--- config.mk ---
export PLATFORM = sky130hd
export DESIGN_NAME = advs_front
export DESIGN_NICKNAME = d
export VERILOG_FILES = /design/src/rtl/advs_pkg.sv /design/src/rtl/advs_front.sv
export SDC_FILE = /design/constraint.sdc
export NUM_CORES = 1
export LEC_CHECK = 0
export ABC_AREA = 1
export BUFFER_PORTS_ARGS = -buffer_cell sky130_fd_sc_hd__buf_2
export CORE_MARGIN = 4
export CORE_UTILIZATION = 30
export CTS_CLUSTER_DIAMETER = 30
export CTS_CLUSTER_SIZE = 30
export DETAILED_ROUTE_END_ITERATION = 10
export PLACE_DENSITY_LB_ADDON = 0.08
export SLEW_MARGIN = 10
export SYNTH_ARGS = -nofsm -noshare
export SYNTH_HDL_FRONTEND = slang
export SYNTH_SLANG_ARGS = --single-unit
--- constraint.sdc ---
create_clock -name clk -period 3 [get_ports clk]
set_clock_uncertainty 0.15 [all_clocks]
set_input_delay 0.45 -clock clk [delete_from_list [all_inputs] [get_ports clk]]
set_output_delay 0.45 -clock clk [all_outputs]
set_load 0.05 [all_outputs]
--- src/rtl/advs_pkg.sv ---
// Shared types and constants for the advection stencil row stepper.
// Used by the top, front, queue and back modules; depends on nothing else.
package advs_pkg;

  // Field widths of the payload
  localparam int DATA_W    = 32;
  localparam int COLUMN_W  = 10;
  localparam int FRAC_W    = 16;

  // Arithmetic widths: one product, the exact sum of five products, the sum after scaling
  localparam int PROD_W    = 2 * DATA_W;
  localparam int SUM_W     = PROD_W + 3;
  localparam int SHIFT_W   = SUM_W - FRAC_W;

  // Queue between the front and the back
  localparam int QUEUE_DEPTH = 4;
  localparam int QPTR_W      = $clog2(QUEUE_DEPTH);

  // Configuration register indexes
  localparam int CFG_IDX_W = 3;
  typedef enum logic [CFG_IDX_W-1:0] {
    CFG_COEF_SOURCE     = 3'd0,
    CFG_COEF_PREV_LEFT  = 3'd1,
    CFG_COEF_PREV_MID   = 3'd2,
    CFG_COEF_PREV_RIGHT = 3'd3,
    CFG_COEF_NEW_LEFT   = 3'd4
  } cfg_reg_t;

  // Command codes
  localparam logic CMD_LOAD = 1'b0;
  localparam logic CMD_STEP = 1'b1;

  // Reset value of the middle weight: 1.0 in Q16.16
  localparam logic signed [DATA_W-1:0] COEF_MID_RESET = 32'sd65536;

  // Half an output LSB, added before the floor shift
  localparam logic signed [SUM_W-1:0] ROUND_HALF = SUM_W'(2 ** (FRAC_W - 1));

  // Saturation limits at the width of the scaled sum
  localparam logic signed [SHIFT_W-1:0] SAT_MAX =
    {{(SHIFT_W-DATA_W+1){1'b0}}, {(DATA_W-1){1'b1}}};
  localparam logic signed [SHIFT_W-1:0] SAT_MIN =
    {{(SHIFT_W-DATA_W+1){1'b1}}, {(DATA_W-1){1'b0}}};

  // Input beat
  typedef struct packed {
    logic                     cmd;
    logic signed [DATA_W-1:0] value;
    logic signed [DATA_W-1:0] source;
    logic                     last_in_row;
  } req_t;

  // Output beat
  typedef struct packed {
    logic signed [DATA_W-1:0] result;
    logic [COLUMN_W-1:0]      column;
    logic                     row_end;
  } rsp_t;

  // The five weights
  typedef struct packed {
    logic signed [DATA_W-1:0] source;
    logic signed [DATA_W-1:0] prev_left;
    logic signed [DATA_W-1:0] prev_mid;
    logic signed [DATA_W-1:0] prev_right;
    logic signed [DATA_W-1:0] new_left;
  } coef_t;

  // A classified item as it travels from the front to the back
  typedef struct packed {
    logic                     step;        // step item, reads the stored middle value
    logic                     use_sum;     // step away from column zero, result is the sum
    logic                     need_right;  // sum needs the stored right neighbor
    logic                     closes;      // item ends the row
    logic signed [DATA_W-1:0] value;
    logic signed [DATA_W-1:0] source;
  } op_t;

  // Sign-extend one product to the width of the accumulated sum
  function automatic logic signed [SUM_W-1:0] sext_prod(input logic signed [PROD_W-1:0] p);
    return {{(SUM_W-PROD_W){p[PROD_W-1]}}, p};
  endfunction

endpackage

--- src/rtl/advs_front.sv ---
// Front end: accepts input beats, tracks the column and classifies each item.
// Depends on advs_pkg.
module advs_front
  import advs_pkg::*;
#(
  parameter int ROW_LENGTH = 1024,
  parameter int COL_W      = 10
) (
  input  logic             clk,
  input  logic             rst,
  input  logic             req_valid,
  output logic             req_ready,
  input  req_t             req,
  input  logic             q_full,
  output logic             push,
  output op_t              push_op,
  output logic [COL_W-1:0] push_col
);

  logic [COL_W-1:0] column_counter;
  logic [COL_W-1:0] column_counter_next;
  logic             at_last;
  logic             closes;

  // Accept whenever the queue has room.
  assign req_ready = !q_full;
  assign push      = req_valid && !q_full;

  // A row ends on the marker or at the last column of the store.
  assign at_last = column_counter == COL_W'(ROW_LENGTH - 1);
  assign closes  = req.last_in_row || at_last;

  // Classify the item for the back end.
  always_comb begin
    push_op.step       = req.cmd == CMD_STEP;
    push_op.use_sum    = push_op.step && (column_counter != '0);
    push_op.need_right = push_op.use_sum && !closes;
    push_op.closes     = closes;
    push_op.value      = req.value;
    push_op.source     = req.source;
  end
  assign push_col = column_counter;

  // Column counter.
  assign column_counter_next = closes ? '0 : column_counter + COL_W'(1);

  always_ff @(posedge clk) begin
    if (rst) begin
      column_counter <= '0;
    end else if (push) begin
      column_counter <= column_counter_next;
    end
  end

endmodule

* Yosys cells after proc, flatten, opt, wreduce, memory -nomap -nowiden
Index checks and enable logic that the tools add are counted.
** Word-level totals
- Logic and storage cells :: 11
- Flip-flop bits (word level) :: 10
- Output and inout port bits :: 80
- Bits of input ports :: 70
** Operators by class
- Equality and inequality tests :: 1
- $add $sub $neg :: 1
- Reduce and logical (&&, ||, !) cells :: 7
- Muxes and demuxes :: 1
** Operators with widths (count)
- adder 10 x 1 -> 10 bit (second input constant) :: 1
- equality test 10 bit (second input constant) :: 1
- 2-to-1 mux 10 bit :: 1
- nonzero test 10 bit :: 1
- logical AND 1 bit :: 3
- logical NOT 1 bit :: 2
- logical OR 1 bit :: 1

* Longest topological paths before layout
- Depth after elaboration :: 4
- Gate-level depth with buffers :: 8
- Gate-level depth less buffers :: 8

* Least setup slack after synthesis
OpenSTA, ideal clock, no wires.
- Path kind :: reg2out
- Start point :: register column_counter[0], in the netlist push_col[0]
- End point :: output push_op[65] (netlist bit)
- Arrival time :: 1785 ps
- Path slack :: 615 ps
- Cell stages (with the launch flop) :: 6
- Path buffers :: 0
- Data required time :: 2400 ps
- Cells stage by stage :: dfxtp_1 > inv_1 > ha_1 > nand3_1 > o21ai_0 > nor2_1
** RTL lines
- from (decl) :: RTL line advs_front.sv:20 : logic [COL_W-1:0] column_counter;
- from (signal assigned) :: RTL line advs_front.sv:51 : column_counter <= column_counter_next;
- to (decl) :: RTL line advs_front.sv:16 : output op_t push_op,

==> impl_metrics.tcl <==
set metrics [dict create \
    worstPathRequired_ns 2.40 \
    htreeDepth 1 \
    drt_iter0_drc 12 \
    diodes 0 \
    dr.pass1.iters 4 \
    synth_seq_cells 10 \
    antenna_found_initial 0 \
    max_stage_delay_ns 0.42 \
    clockBufferDepth 2 \
    drcViolationCount 0 \
    die_y_um 68.2 \
    worstPathArrival_ns 1.62 \
    rows 21 \
    io_pins 150 \
    synth_seq_area_share_pct 18.4 \
    syn_area_um2 1090 \
    post_drt_via_cell_ratio 4.36 \
    peakVddDrop_v 0.000157 \
    cp_cell_sequence "ha_1 > inv_1 > nor2_2 > nand3_2 > nand2_2 > nor2_1 > buf_2" \
    root_buffer "clkbuf_4" \
    cts_setup_buffers 0 \
    drv_cap 0 \
    p_leak_nw 0.375 \
    clkSinkCount 10 \
    p_per_area_nw_per_um2 392 \
    power_uw 311 \
    yosysWarnings 0 \
    path_class "flop to output port" \
    largest_reg_flops 10 \
    syn_nets 226 \
    tightest_slew_ns 0.289 \
    n_fill_cell 429 \
    multiInputGateArea_um2 337 \
    grt_use_total_pct 10.0 \
    hold_buffers 0 \
    hold_violations 0 \
    synthTopCellsByArea "buf_4, dfxtp_1, nor2_1, inv_1, xor2_1" \
    num_vias 693 \
    place_congestion 0.656 \
    syn_inst 154 \
    ys_top_cells_by_count "buf_4, nor2_1, inv_1" \
    syn_avg_cell_area_um2 7.07 \
    grt_pass1_wl_um 3510 \
    postSynth.asyncResetShare_pct 0 \
    synth.distinct_cells 19 \
    dieArea_um2 4660 \
    drtAntennaViolNets 0 \
    synth-edff-count 0 \
    synth_flop_cell "dfxtp_1" \
    drive_above_1_share_pct 30.1 \
    start_util_pct 31.9 \
    period_share_pct 73.9 \
    period_needed_ns 2.22 \
    die_w_um 68.2 \
    slowest_stage "dfxtp_1" \
    cp-end-kind "output port" \
    max_freq_mhz 451 \
    overflow 0 \
    clk_latency_ns 0.28 \
    rsz0062_at_grt "no" \
    synth_top_area_share_pct 45.5 \
    nNetsFinal 186 \
    wl_per_cell_um 13.4 \
    cts_buffers 3 \
    cts_tree "built" \
    regArea_um2 200 \
    core_um2 3420 \
    clk_pin_slew_worst_paths_ns 0.08 \
    holdCritPathClass "input pin to flop" \
    setup_viol 0 \
    cp_max_fo 5 \
    hold_ws_ns 0.182 \
    synth_most_common_cell "buf_4" \
    wl_um 2140 \
    port-buffer-count 21 \
    fin_tns_setup_ns 0 \
    grt_pass1_vias 776 \
    status "complete, no violations" \
    maxSlewHeadroom_pct 80.5 \
    dp_hpwl_um 1720 \
    synth_top_area_cell "buf_4" \
    grt_max_degree 10 \
    maxSlewViolCount 0 \
    areaGrowthSynthToFinish_pct -27.2 \
    cts.repair.resized 0 \
    cp-start-kind "flop" \
]
[through the flow]
stage / utilization, % / cell area (um^2) / setup slack (ns) / std cells
4_1_cts: 23.2 / 792 / 0.763 / 159
5_1_grt: 23.2 / 792 / 0.634 / 159
3_3_place_gp: 22.1 / 756 / 1.12 / 155
6_report: 23.2 / 792 / 0.784 / 159
2_1_floorplan: - / 1090 / 0.615 / 154
3_5_place_dp: 22.1 / 756 / 1.08 / 155
[final timing paths]
path                                  start          end  slack (ns)  depth (start not counted)
worst max register to register  push_col[0]  push_col[9]        1.44                          8
worst min register to register  push_col[1]  push_col[1]        0.37                          2
worst max-delay path            push_col[0]  push_op[65]        0.78                          7
worst min-delay path                    rst  push_col[1]        0.18                          2
[per-layer routing]
metal / part of all wire, % / vias up / track usage (%)
met4: 5.7 / 0 / 6.45
li1: - / 327 / -
met3: 13 / 34 / 5.91
met1: 37 / 295 / 10.2
met2: 44 / 37 / 15.5
met5: 0 / - / 0
[cell families after synthesis]
kind of cell             Yosys count  synth area share, %
XOR/XNOR                           5                 4.02
buffers and inverters             81                 50.7
AO/OA/AOI/OAI                      6                 2.87
flip-flops                        10                 18.4
adder cells (fa/ha/maj)            2                 2.30
AND/OR/NAND/NOR                   50                 21.7
[power by group]
part / internal [mW] / total, mW / switching, mW / leakage (nW)
combinational: 0.0107 / 0.0442 / 0.0335 / 0.273
clock: 0.0738 / 0.131 / 0.0568 / 0.0210
sequential: 0.134 / 0.136 / 0.00183 / 0.0807
[final cells by class]
class	instances	area share, %
multi-input combinational	63	42.5
sequential	10	25.3
timing repair buffer	21	13.3
inverter	15	7.11
tap	46	7.27
clock buffer	4	4.58
[cells in the final DEF (no fill, tap or decap), drive strengths merged]
cell,n
buf,21
inv,15
dfxtp,10
o21ai,4
nand2,16
nand4,4
o22ai,1
nor3b,1
nor3,1
a21oi,1
nand3,7
clkbuf,4
nor2,21
ha,2
xor2,5
[critical path, delay by kind of cell, from the launching register on]
| family | cells | cell delay (ns) |
|---|---|---|
| flip-flops | 1 | 0.42 |
| buffers and inverters | 2 | 0.29 |
| AND/OR/NAND/NOR | 4 | 0.40 |
| adder cells (fa/ha/maj) | 1 | 0.23 |
Note: power is estimated with default switching activity, not from simulation.
