<file path="config.mk">
export PLATFORM = sky130hd
export DESIGN_NAME = advs_queue
export DESIGN_NICKNAME = d
export VERILOG_FILES = /design/src/rtl/advs_pkg.sv /design/src/rtl/advs_queue.sv
export SDC_FILE = /design/constraint.sdc
export NUM_CORES = 1
export LEC_CHECK = 0
export ABC_AREA = 1
export BUFFER_PORTS_ARGS = -buffer_cell sky130_fd_sc_hd__buf_4
export CAP_MARGIN = 5
export CORE_ASPECT_RATIO = 1.2
export CORE_UTILIZATION = 40
export CTS_BUF_LIST = sky130_fd_sc_hd__clkbuf_8
export DETAILED_ROUTE_END_ITERATION = 6
export PLACE_DENSITY = 0.71
export SETUP_SLACK_MARGIN = 0.5
export SYNTH_ARGS = -nofsm -noshare
export SYNTH_HDL_FRONTEND = slang
export SYNTH_SLANG_ARGS = --single-unit
</file>
<file path="constraint.sdc">
create_clock -name clk -period 2.7 [get_ports clk]
set_clock_uncertainty 0.1 [all_clocks]
set_input_delay 0.54 -clock clk [delete_from_list [all_inputs] [get_ports clk]]
set_output_delay 0.54 -clock clk [all_outputs]
set_load 0.03 [all_outputs]
</file>
<file path="src/rtl/advs_pkg.sv">
// Shared types and constants for the advection stencil row stepper.
// Used by the top, front, queue and back modules; depends on nothing else.
package advs_pkg;

  // Field widths of the payload
  localparam int DATA_W    = 32;
  localparam int COLUMN_W  = 10;
  localparam int FRAC_W    = 16;

  // Arithmetic widths: one product, the exact sum of five products, the sum after scaling
  localparam int PROD_W    = 2 * DATA_W;
  localparam int SUM_W     = PROD_W + 3;
  localparam int SHIFT_W   = SUM_W - FRAC_W;

  // Queue between the front and the back
  localparam int QUEUE_DEPTH = 4;
  localparam int QPTR_W      = $clog2(QUEUE_DEPTH);

  // Configuration register indexes
  localparam int CFG_IDX_W = 3;
  typedef enum logic [CFG_IDX_W-1:0] {
    CFG_COEF_SOURCE     = 3'd0,
    CFG_COEF_PREV_LEFT  = 3'd1,
    CFG_COEF_PREV_MID   = 3'd2,
    CFG_COEF_PREV_RIGHT = 3'd3,
    CFG_COEF_NEW_LEFT   = 3'd4
  } cfg_reg_t;

  // Command codes
  localparam logic CMD_LOAD = 1'b0;
  localparam logic CMD_STEP = 1'b1;

  // Reset value of the middle weight: 1.0 in Q16.16
  localparam logic signed [DATA_W-1:0] COEF_MID_RESET = 32'sd65536;

  // Half an output LSB, added before the floor shift
  localparam logic signed [SUM_W-1:0] ROUND_HALF = SUM_W'(2 ** (FRAC_W - 1));

  // Saturation limits at the width of the scaled sum
  localparam logic signed [SHIFT_W-1:0] SAT_MAX =
    {{(SHIFT_W-DATA_W+1){1'b0}}, {(DATA_W-1){1'b1}}};
  localparam logic signed [SHIFT_W-1:0] SAT_MIN =
    {{(SHIFT_W-DATA_W+1){1'b1}}, {(DATA_W-1){1'b0}}};

  // Input beat
  typedef struct packed {
    logic                     cmd;
    logic signed [DATA_W-1:0] value;
    logic signed [DATA_W-1:0] source;
    logic                     last_in_row;
  } req_t;

  // Output beat
  typedef struct packed {
    logic signed [DATA_W-1:0] result;
    logic [COLUMN_W-1:0]      column;
    logic                     row_end;
  } rsp_t;

  // The five weights
  typedef struct packed {
    logic signed [DATA_W-1:0] source;
    logic signed [DATA_W-1:0] prev_left;
    logic signed [DATA_W-1:0] prev_mid;
    logic signed [DATA_W-1:0] prev_right;
    logic signed [DATA_W-1:0] new_left;
  } coef_t;

  // A classified item as it travels from the front to the back
  typedef struct packed {
    logic                     step;        // step item, reads the stored middle value
    logic                     use_sum;     // step away from column zero, result is the sum
    logic                     need_right;  // sum needs the stored right neighbor
    logic                     closes;      // item ends the row
    logic signed [DATA_W-1:0] value;
    logic signed [DATA_W-1:0] source;
  } op_t;

  // Sign-extend one product to the width of the accumulated sum
  function automatic logic signed [SUM_W-1:0] sext_prod(input logic signed [PROD_W-1:0] p);
    return {{(SUM_W-PROD_W){p[PROD_W-1]}}, p};
  endfunction

endpackage

</file>
<file path="src/rtl/advs_queue.sv">
// Short queue of classified items between the front and the back.
// Depends on advs_pkg.
module advs_queue
  import advs_pkg::*;
#(
  parameter int COL_W = 10
) (
  input  logic             clk,
  input  logic             rst,
  input  logic             push,
  input  op_t              push_op,
  input  logic [COL_W-1:0] push_col,
  output logic             full,
  input  logic             pop,
  output logic             head_valid,
  output op_t              head_op,
  output logic [COL_W-1:0] head_col
);

  op_t              entry_op  [QUEUE_DEPTH];
  logic [COL_W-1:0] entry_col [QUEUE_DEPTH];
  logic [QPTR_W-1:0] wr_ptr;
  logic [QPTR_W-1:0] rd_ptr;
  logic [QPTR_W:0]   count;

  assign full       = count == (QPTR_W+1)'(QUEUE_DEPTH);
  assign head_valid = count != '0;
  assign head_op    = entry_op[rd_ptr];
  assign head_col   = entry_col[rd_ptr];

  // Entry storage.
  always_ff @(posedge clk) begin
    if (push) begin
      entry_op[wr_ptr]  <= push_op;
      entry_col[wr_ptr] <= push_col;
    end
  end

  // Pointers and fill count.
  always_ff @(posedge clk) begin
    if (rst) begin
      wr_ptr <= '0;
      rd_ptr <= '0;
      count  <= '0;
    end else begin
      if (push) begin
        wr_ptr <= wr_ptr + QPTR_W'(1);
      end
      if (pop) begin
        rd_ptr <= rd_ptr + QPTR_W'(1);
      end
      if (push && !pop) begin
        count <= count + (QPTR_W+1)'(1);
      end else if (pop && !push) begin
        count <= count - (QPTR_W+1)'(1);
      end
    end
  end

endmodule

</file>
# Word level (Yosys, flattened, before mapping)
# Memory sizes are Yosys's and may differ from the RTL's. A register that Yosys moved wholly into a read port is not among the register bits.
# Cells that the tools add are included.
# word_totals
ff_bits	7
memories	2
ram_bits	312
# classes
n_eq_ne	1
n_addsub	4
n_reduce_logical	6
mux	8
# mem_list
name	words	width	rd	rd_clocked_by_memory_dff	wr	line	source
entry_op	4	68	1	1	1	advs_queue.sv:20	op_t entry_op [QUEUE_DEPTH];
entry_col	4	10	1	1	1	advs_queue.sv:21	logic [COL_W-1:0] entry_col [QUEUE_DEPTH];
# ops
operator	count
$mux W2	4
$mux W3	2
$add A2 B1 Y2 const B	2
$add A3 B1 Y3 const B	1
$eq A3 B3 Y1 const B	1
$reduce_bool A3 Y1	1
$sub A3 B1 Y3 const B	1
$logic_and A1 B1 Y1	2
$logic_not A1 Y1	2
$mux W1	2
$reduce_bool A2 Y1	1

# Logic depth before layout (Yosys ltp)
# Gate-level depths: netlist of run 1.
# logic_depth
word_depth	4
ltp_mapped	10

# Worst setup path after synthesis of run 1
# No wires, ideal clock.
# synth_path
path_kind	register -> register
startpoint	register wr_ptr[0]
endpoint	memory entry_col[2][0] (enable)
slack_ns	0.068
stages_incl_launch_ff	5
setup_ns	0.432
synth_period_minus_slack_ns	2.632
n_path_buf	0
t_arrival_ns	2.100
path_cell_list	dfxtp_1 inv_1 ha_1 nand2_1 inv_1
# synth_lines
element	line	source
from (decl)	advs_queue.sv:22	logic [QPTR_W-1:0] wr_ptr;
from (signal assigned)	advs_queue.sv:47	wr_ptr <= wr_ptr + QPTR_W'(1);
to (decl)	advs_queue.sv:21	
# No word-level cell before the write port.

==> out/summary.txt, run 1 <==
r2r setup slk: 0.73 ns
Fillers: 2,293
DRT antenna net count: 0
vias post-DR: 8,048
Post-synth top cells: edfxtp_1 (312), nor2_1 (163), o21ai_0 (96)
CP required: 2.06 ns
Starting Density: 40.6%
leading area contributor after synthesis: edfxtp_1
CTS Buf Count: 49
Final Core Density: 56.1%
synth warn: 0
final WL: 35.8 mm
Seq/Total Area, Yosys: 79.5%
Area Overhead vs Synth: 38.2%
Tot Pwr: 11,500 uW
Synth Instances: 813
Buffers on Ports: 161
leak pwr: 0.00602 uW
Worst slew margin: 56.8%
RePlAce Congestion: 0.721
Reg power frac: 49.9%
hold crit path type: in -> reg
Worst-Skew Late Latency: 0.57 ns
post-placement setup slack: 0.582 ns
ANT cells: 0
nature of the critical path endpoint: primary output
final setup vio count: 0
asr flop ratio synth: 0%
FF-to-FF path depth: 5
NetSw: 3070 uW
Worst setup SP type: register
synth top area cells: edfxtp_1 (78%), nor2_1 (5.1%), o22ai_1 (4.1%)
fmax: 401 MHz
first-pass detailed-route iteration total: 4
Hold Path Origin: push_op[33]
IO Count: 162
full die area: 30,700 um^2
number of global-route vias before repair: 7,488
first-pass GRT wire length: 42.2 mm
main flop type after synthesis: edfxtp_1
routed vias/inst: 5.41
switching power share of the total: 26.6%
library cells used by synthesis: 22
Post-DP HPWL: 14.9 mm
H-tree Lvls: 2
CTS tree: done
max-cap violations: 0
Critical R2R Capture: entry_op[2][65]
EDFF count, synth: 312
Setup CP Type: reg -> out
Fin Hold WS: 0.0609 ns
hold path depth: 1
total power divided by cell area: 695 nW/um^2
Site Rows: 69
syn nets: 901
Final Hold Viols: 0
drt wl/cell: 24.1 um
max-slew violation count: 0
Die Height: 192 um
Final Worst Setup Slack: 0.207 ns
post-route clock period utilization: 92.3%
setup TNS: 0 ns
post-layout min period: 2.49 ns
root buf cell: clkbuf_8
Nets: 1,151
clock-pin slew on the worst setup and hold paths: 0.06 ns
Syn Area/Cell: 14.8 um^2
Worst EP arrival: 1.85 ns
# DRC: 0
Die Wd: 160 um
RSZ-0062 raised after global routing: true
core area: 29,600 um^2
synthesized area: 12,000 um^2
Gate power share: 17.4%
Clock Sinks: 321
maximum number of pins on one net before global-route repair: 54
Crit Path Max Fanout: 9
clk buf depth: 3
Worst Max-Slew Pin Slew: 0.646 ns
worst-case hold path end point: entry_op[0][33]
layout cells sized above 1: 38.3%
clock share of power: 32.7%
DR iter-0 viols: 664
dominant cell by count in the synthesized netlist: edfxtp_1
All-Layer GR Usage: 18.2%
GRT overflow: 0
antenna violations before repair: 1
area of the multi-input gates: 2500 um^2
status: finished clean
#FFs+latches synth: 321
Storage cell area: 9560 um^2
Peak VDD IR: 480 uV
FF-to-FF Start: wr_ptr[0]
Pint: 8470 uW
Synth top area share: 78.0%
-- layer usage --
metal  wire [um]  vias to the layer above  GRT usage, %  share of wire (%)
met5          16                        -             0              0.045
met4         930                        2          7.11                2.6
li1            -                     3585             -                  -
met3        2490                       69          4.73                6.9
met1       14100                     4028          22.1                 39
met2       18200                      364          30.9                 51
-- critical path, stage by stage, from the launching register on --
cell and delay, ns:
dfxtp_4 0.40, buf_4 0.17, buf_12 0.18, o21ai_0 0.15, o22ai_1 0.19, buf_4 0.20
-- area by class of cell --
class                      instances  share of cell area [%]
clock buffer                      52                    4.31
clock inverter                    34                    1.14
inverter                          17                   0.648
multi-input combinational        425                    15.1
sequential                       321                    57.6
tap                              390                    2.94
timing repair buffer             246                    18.0
timing repair inverter             3                   0.286
-- power by group through the flow --
stage / logic (uW) / registers (uW) / clock network [uW]
after global placement: 1430 / 5840 / 0
after global routing: 2100 / 5780 / 4040
after floorplan: 842 / 5850 / 0
after CTS: 1540 / 5760 / 3840
final: 2010 / 5760 / 3770
after detailed placement: 1450 / 5850 / 0
-- through the flow --
step | instances | area (um^2)
3_3_place_gp | 1335 | 13800
6_report | 1488 | 16600
2_1_floorplan | 813 | 12100
4_1_cts | 1428 | 14900
3_5_place_dp | 1335 | 13800
5_1_grt | 1488 | 16600
-- cell families after synthesis --
family | synth area share, %
adders and majority gates | 0.687
and+or+nand+nor | 5.54
xor gates and xnor gates | 0.0729
AOI/OAI and AO/OA | 10.9
buffers and inverters | 3.32
DFF | 79.5
-- layout by cell type (no fill, tap or decap), drive strengths merged --
cell type / netlist / layout
edfxtp: 312 / 312
buf: 31 / 219
nor2: 163 / 163
o21ai: 161 / 161
o22ai: 78 / 78
clkbuf: 19 / 78
inv: 17 / 36
clkinv: 0 / 10
nand2: 10 / 10
dfxtp: 9 / 9
clkinvlp: 0 / 6
ha: 5 / 5
a21oi: 3 / 3
bufinv: 0 / 2
nor3: 1 / 1
xor2: 1 / 1
nand3: 1 / 1
nand4: 1 / 1
fa: 1 / 1
dlygate4sd3: 0 / 1
-- what timing repair did --
item                                    CTS  global route
resized for setup                        23           209
gates cloned                              6            46
endpoints found under the setup margin   78            78
buffers inserted                          0            14
hold buffers                              1             0
endpoints found under the hold margin     1             0
pin swaps                                 0            54
-- registers in the layout, summed over array words and instances, names as in the netlist, named ones only --
signal	cells
wr_ptr	2
count	3
entry_col	40
rd_ptr	2
entry_op	272
-- how the worst max path moves through the flow --
stage / endpoint / slack (ns) / from / depth (start not counted)
2_1_floorplan: entry_col[0][0] / 0.47 / wr_ptr[0] / 4
3_3_place_gp: entry_op[1][65] / 0.60 / push / 4
3_5_place_dp: entry_op[2][57] / 0.58 / push / 4
4_1_cts: head_col[1] / 0.15 / register / 5
5_1_grt: head_op[58] / 0.13 / register / 6
6_report: head_op[36] / 0.21 / register / 5
Note: power is estimated with default switching activity, not from simulation.
==> run 2: changes to the inputs <==
Settings changed: CELL_PAD_IN_SITES_DETAIL_PLACEMENT set to 0, CELL_PAD_IN_SITES_GLOBAL_PLACEMENT set to 1, PLACE_DENSITY 0.71 to 0.81.
==> run 2 against run 1 <==
Effect of this change: sequential cell count did not move; critical endpoint is now head_op[15]; final cell count down 1.0%; worst hold slack got worse by 0.0066 ns; highest routed layer is now met4; first-iteration DRC count fell by 25%; cell area decreased by 0.66%.
==> out/summary.txt, run 2 (synthesized netlist as in run 1, its figures left out) <==
status: finished clean (unchanged)
nature of the critical path endpoint: primary output (unchanged)
CP required: 2.06 ns (about the same)
RSZ-0062 raised after global routing: true (unchanged)
first-pass GRT wire length: 44.7 mm (was 42.2 mm)
RePlAce Congestion: 0.763 (was 0.721)
Reg power frac: 49.6% (was 49.9%)
Gate power share: 16.9% (was 17.4%)
hold crit path type: in -> reg (unchanged)
Hold Path Origin: push_op[16] (was push_op[33])
ANT cells: 0 (unchanged)
switching power share of the total: 26.2% (was 26.6%)
routed vias/inst: 5.37 (was 5.41)
FF-to-FF path depth: 5 (unchanged)
antenna violations before repair: 0 (was 1)
number of global-route vias before repair: 7,723 (was 7,488)
max reg flops: 272 (unchanged)
hold path depth: 1 (unchanged)
Final Hold Viols: 0 (unchanged)
Starting Density: 40.6% (unchanged)
setup TNS: 0 ns (unchanged)
area of the multi-input gates: 2650 um^2 (was 2500 um^2)
Worst-Skew Late Latency: 0.58 ns (was 0.57 ns)
most common cell after layout, fill and taps aside: edfxtp_1 (unchanged)
total power divided by cell area: 705 nW/um^2 (was 695 nW/um^2)
leak pwr: 0.00591 uW (was 0.00602 uW)
Area Overhead vs Synth: 37.3% (was 38.2%)
post-place instance area: 13,700 um^2 (was 13,800 um^2)
r2r setup slk: 0.70 ns (was 0.73 ns)
FF-to-FF Start: wr_ptr[0] (unchanged)
Worst setup SP type: register (unchanged)
Peak VDD IR: 624 uV (was 480 uV)
root buf cell: clkbuf_8 (unchanged)
Setup CP Type: reg -> out (unchanged)
GRT overflow: 0 (unchanged)
Pint: 8590 uW (was 8470 uW)
Most flops, register: entry_op (unchanged)
DR iter-0 viols: 496 (was 664)
Post-DP HPWL: 14.5 mm (was 14.9 mm)
fmax: 394 MHz (was 401 MHz)
Largest regs: entry_op x272, entry_col x40, count x3 (unchanged)
Fillers: 2,289 (was 2,293)
CP Depth: 6 (was 5)
# DRC: 0 (unchanged)
NetSw: 3050 uW (was 3070 uW)
Crit Path Max Fanout: 10 (was 9)
max-cap violations: 0 (unchanged)
layout cells sized above 1: 40.7% (was 38.3%)
post-route clock period utilization: 93.9% (was 92.3%)
final setup vio count: 0 (unchanged)
Largest delay share family, worst path: buffers and inverters (unchanged)
maximum number of pins on one net before global-route repair: 59 (was 54)
IO Count: 162 (unchanged)
H-tree Lvls: 2 (unchanged)
max-slew violation count: 0 (unchanged)
drt wl/cell: 22.7 um (was 24.1 um)
Storage cell area: 9560 um^2 (unchanged)
Final Core Density: 55.7% (was 56.1%)
All-Layer GR Usage: 19.7% (was 18.2%)
buffers and inverters on the worst path: 4 (was 3)
Worst EP arrival: 1.90 ns (was 1.85 ns)
CTS Buf Count: 51 (was 49)
post-layout min period: 2.54 ns (was 2.49 ns)
Fin Hold WS: 0.0543 ns (was 0.0609 ns)
CP Cell Sequence: buf_12, clkinv_16, buf_16, o21ai_1, o22ai_1, buf_4 (was buf_4, buf_12, o21ai_0, o22ai_1, buf_4)
clock-pin slew on the worst setup and hold paths: 0.06 ns (about the same)
commonest cells after routing, fill and taps aside: edfxtp_1 (312), buf_4 (141), nor2_1 (135) (was edfxtp_1 (312), nor2_1 (147), buf_4 (146))
final instance area: 16,500 um^2 (was 16,600 um^2)
Die Height: 192 um (unchanged)
Die Wd: 160 um (unchanged)
Site Rows: 69 (unchanged)
Critical R2R Capture: entry_op[2][39] (was entry_op[2][65])
Slowest Stage Delay on Critical Path: 0.42 ns (was 0.40 ns)
final WL: 33.5 mm (was 35.8 mm)
Critical-path top delay cell: dfxtp_4 (unchanged)
Clock Sinks: 321 (unchanged)
Worst slew margin: 56.0% (was 56.8%)
full die area: 30,700 um^2 (unchanged)
clk buf depth: 3 (unchanged)
clock share of power: 33.5% (was 32.7%)
vias post-DR: 7,905 (was 8,048)
worst-case hold path end point: entry_op[1][16] (was entry_op[0][33])
DRT antenna net count: 0 (unchanged)
Worst Max-Slew Pin Slew: 0.659 ns (was 0.646 ns)
CTS tree: done (unchanged)
Nets: 1,135 (was 1,151)
Buffers on Ports: 161 (unchanged)
Tot Pwr: 11,600 uW (was 11,500 uW)
core area: 29,600 um^2 (unchanged)
first-pass detailed-route iteration total: 5 (was 4)
run 2: metal layers:
layer | vias up | share of wire (%) | track usage [%] | routed length (um)
met4 | 0 | 3.0 | 7.11 | 1020
met5 | - | 0 | 0 | 0
met3 | 63 | 7.7 | 4.23 | 2580
met1 | 3914 | 40 | 25.2 | 13300
met2 | 378 | 50 | 33.0 | 16600
li1 | 3550 | - | - | -
run 2: worst reg2reg max path: cells and delay by family (launching register included):
kind,cells,cell delay (ns)
buffers and inverters,3,1.01
and+or+nand+nor,1,0.07
DFF,1,0.35
adders and majority gates,1,0.18
run 2: power groups by stage:
stage | Combinational, uW | Sequential (uW) | Clock [uW]
global route | 2070 | 5780 | 4180
CTS | 1720 | 5750 | 3980
detailed placement | 1440 | 5850 | 0
finish | 1960 | 5770 | 3900
global placement | 1420 | 5850 | 0
floorplan | 842 | 5850 | 0
run 2: cell type report:
cell class                 instances  share of cell area [%]
timing repair buffer             226                    16.1
clock buffer                      53                    4.42
clock inverter                    36                    1.37
timing repair inverter             5                   0.425
inverter                          17                   0.668
tap                              390                    2.96
multi-input combinational        425                    16.0
sequential                       321                    58.0
run 2: worst max-delay path by stage:
stage | from | endpoint
3_3_place_gp | register | head_op[31]
4_1_cts | register | head_col[3]
5_1_grt | register | head_op[15]
6_report | register | head_op[15]
3_5_place_dp | register | head_op[31]
2_1_floorplan | wr_ptr[0] | entry_col[0][0]
run 2: what timing repair did:
item	CTS	global route
buffers inserted	13	1
hold endpoints to repair	1	0
resized for setup	61	212
setup endpoints to repair	78	79
cloned	19	15
hold buffers	1	0
pin swaps	10	52
run 2: stage by stage:
step	instances	setup WS, ns
final	1473	0.164
after global routing	1473	0.0636
after CTS	1457	0.126
after detailed placement	1335	0.470
after global placement	1335	0.497
after floorplan	813	0.471
==> run 3: changes to the inputs <==
--- a/config.mk
+++ b/config.mk
@@ -17,4 +17,5 @@
 export PLACE_DENSITY = 0.81
 export SETUP_SLACK_MARGIN = 0.5
+export SLEW_MARGIN = 0
 export SYNTH_ARGS = -nofsm -noshare
 export SYNTH_HDL_FRONTEND = slang
==> constraint.sdc (replaced) <==
create_clock -name clk -period 2.7 [get_ports clk]
set_clock_uncertainty 0.1 [all_clocks]
set_input_delay 0.54 -clock clk [delete_from_list [all_inputs] [get_ports clk]]
set_output_delay 0.54 -clock clk [all_outputs]
set_load 0.005 [all_outputs]
==> run 3 against run 2 <==
Effect of this change: global-route usage rose by 0.77 points; register-to-register slack better by 0.02 ns; critical endpoint is now head_op[30]; final cell count is 0.20% higher; utilization grew 0.74 points.
==> out/summary.txt, run 3 (synthesized netlist as in run 1, its figures left out) <==
Worst slew margin: 55.2% (was 56.0%)
final non-filler cell total: 1,476 (was 1,473)
Post-DP HPWL: 14.8 mm (was 14.5 mm)
nature of the critical path endpoint: primary output (unchanged)
fmax: 406 MHz (was 394 MHz)
post-layout min period: 2.46 ns (was 2.54 ns)
first-pass GRT wire length: 46.4 mm (was 44.7 mm)
total power divided by cell area: 665 nW/um^2 (was 705 nW/um^2)
status: finished clean (unchanged)
Worst-Skew Late Latency: 0.56 ns (was 0.58 ns)
Peak VDD IR: 425 uV (was 624 uV)
layout cells sized above 1: 44.0% (was 40.7%)
most common cell after layout, fill and taps aside: edfxtp_1 (unchanged)
Nets: 1,139 (was 1,135)
H-tree Lvls: 2 (unchanged)
ANT cells: 0 (unchanged)
DRT antenna net count: 0 (unchanged)
Clock Sinks: 321 (unchanged)
setup TNS: 0 ns (unchanged)
number of global-route vias before repair: 7,598 (was 7,723)
All-Layer GR Usage: 20.4% (was 19.7%)
root buf cell: clkbuf_8 (unchanged)
Setup CP Type: reg -> out (unchanged)
Final Hold Viols: 0 (unchanged)
Final Core Density: 56.4% (was 55.7%)
Area Overhead vs Synth: 39.1% (was 37.3%)
drt wl/cell: 22.5 um (was 22.7 um)
RSZ-0062 raised after global routing: true (unchanged)
DR iter-0 viols: 609 (was 496)
CTS Buf Count: 50 (was 51)
Worst EP arrival: 1.82 ns (was 1.90 ns)
Starting Density: 40.6% (unchanged)
maximum number of pins on one net before global-route repair: 60 (was 59)
GRT overflow: 0 (unchanged)
max reg flops: 272 (unchanged)
first-pass detailed-route iteration total: 5 (unchanged)
max-slew violation count: 0 (unchanged)
Most flops, register: entry_op (unchanged)
Die Height: 192 um (unchanged)
post-route clock period utilization: 91.2% (was 93.9%)
leak pwr: 0.00594 uW (was 0.00591 uW)
final WL: 33.3 mm (was 33.5 mm)
CTS tree: done (unchanged)
full die area: 30,700 um^2 (unchanged)
Fillers: 2,299 (was 2,289)
max-cap violations: 0 (unchanged)
Fin Hold WS: 0.0702 ns (was 0.0543 ns)
final setup vio count: 0 (unchanged)
Worst setup SP type: register (unchanged)
IO Count: 162 (unchanged)
Worst Max-Slew Pin Slew: 0.671 ns (was 0.659 ns)
Buffers on Ports: 161 (unchanged)
hold crit path type: in -> reg (unchanged)
area of the multi-input gates: 2870 um^2 (was 2650 um^2)
clk buf depth: 3 (unchanged)
Largest regs: entry_op x272, entry_col x40, count x3 (unchanged)
Site Rows: 69 (unchanged)
vias post-DR: 7,844 (was 7,905)
RePlAce Congestion: 0.733 (was 0.763)
core area: 29,600 um^2 (unchanged)
antenna violations before repair: 1 (was 0)
commonest cells after routing, fill and taps aside: edfxtp_1 (312), buf_4 (165), nor2_1 (113) (was edfxtp_1 (312), buf_4 (141), nor2_1 (135))
clock-pin slew on the worst setup and hold paths: 0.06 ns (about the same)
Storage cell area: 9560 um^2 (unchanged)
routed vias/inst: 5.31 (was 5.37)
# DRC: 0 (unchanged)
CP required: 2.06 ns (about the same)
Crit Path Max Fanout: 6 (was 10)
Placed Cells: 1,337 (was 1,335)
Die Wd: 160 um (unchanged)
-- run 3: worst max-delay path, stage by stage (launching register included) --
cell     delay [ns]
dfxtp_4        0.35
buf_12         0.15
inv_16         0.09
buf_12         0.14
buf_16         0.13
nor2_4         0.04
o22ai_2        0.21
buf_4          0.14
-- run 3: path summary, 6_finish.rpt --
path                from               to  slack [ns]  depth (start not counted)
min reg2reg    rd_ptr[1]         register        0.33                          1
max             register      head_op[30]        0.24                          7
min          push_op[16]  entry_op[1][16]        0.07                          1
max reg2reg    wr_ptr[0]  entry_col[0][3]        0.72                          5
-- run 3: power by group --
group | switching (uW) | total, uW | internal [uW]
Combinational | 859 | 1670 | 813
Sequential | 70.8 | 5770 | 5700
Clock | 1830 | 3680 | 1850
Total | 2760 | 11100 | 8360
-- run 3: stage by stage --
stage | power [uW] | instance area [um^2] | worst slack [ns]
after floorplan | 6360 | 12100 | 0.471
after global placement | 6940 | 13800 | 0.590
after detailed placement | 6960 | 13800 | 0.561
after CTS | 11000 | 15800 | 0.174
final | 11100 | 16700 | 0.237
after global routing | 11500 | 16700 | 0.172
-- run 3: routing by layer --
layer  GRT usage [%]  vias up  share of wire, %
met5               0        -             0.051
met4            6.37        2               3.0
met3            3.89       72               6.0
met2            33.5      310                49
met1            27.6     3896                42
li1                -     3564                 -
-- run 3: timing repair --
action                                  in CTS  in global routing
cloned                                      22                 12
endpoints found under the setup margin      78                 78
setup buffers                               17                  0
endpoints found under the hold margin        1                  0
hold buffers                                 1                  0
gates resized for setup                    141                181
pin swaps                                   38                 48
-- run 3: layout make-up --
| cell class | count | area share (%) |
|---|---|---|
| Tap cell | 390 | 2.92 |
| Inverter | 17 | 0.614 |
| Clock buffer | 51 | 4.20 |
| Clock inverter | 36 | 1.09 |
| Timing Repair Buffer | 234 | 16.7 |
| Multi-Input combinational cell | 425 | 17.2 |
| Sequential cell | 321 | 57.2 |
| Timing Repair inverter | 2 | 0.135 |
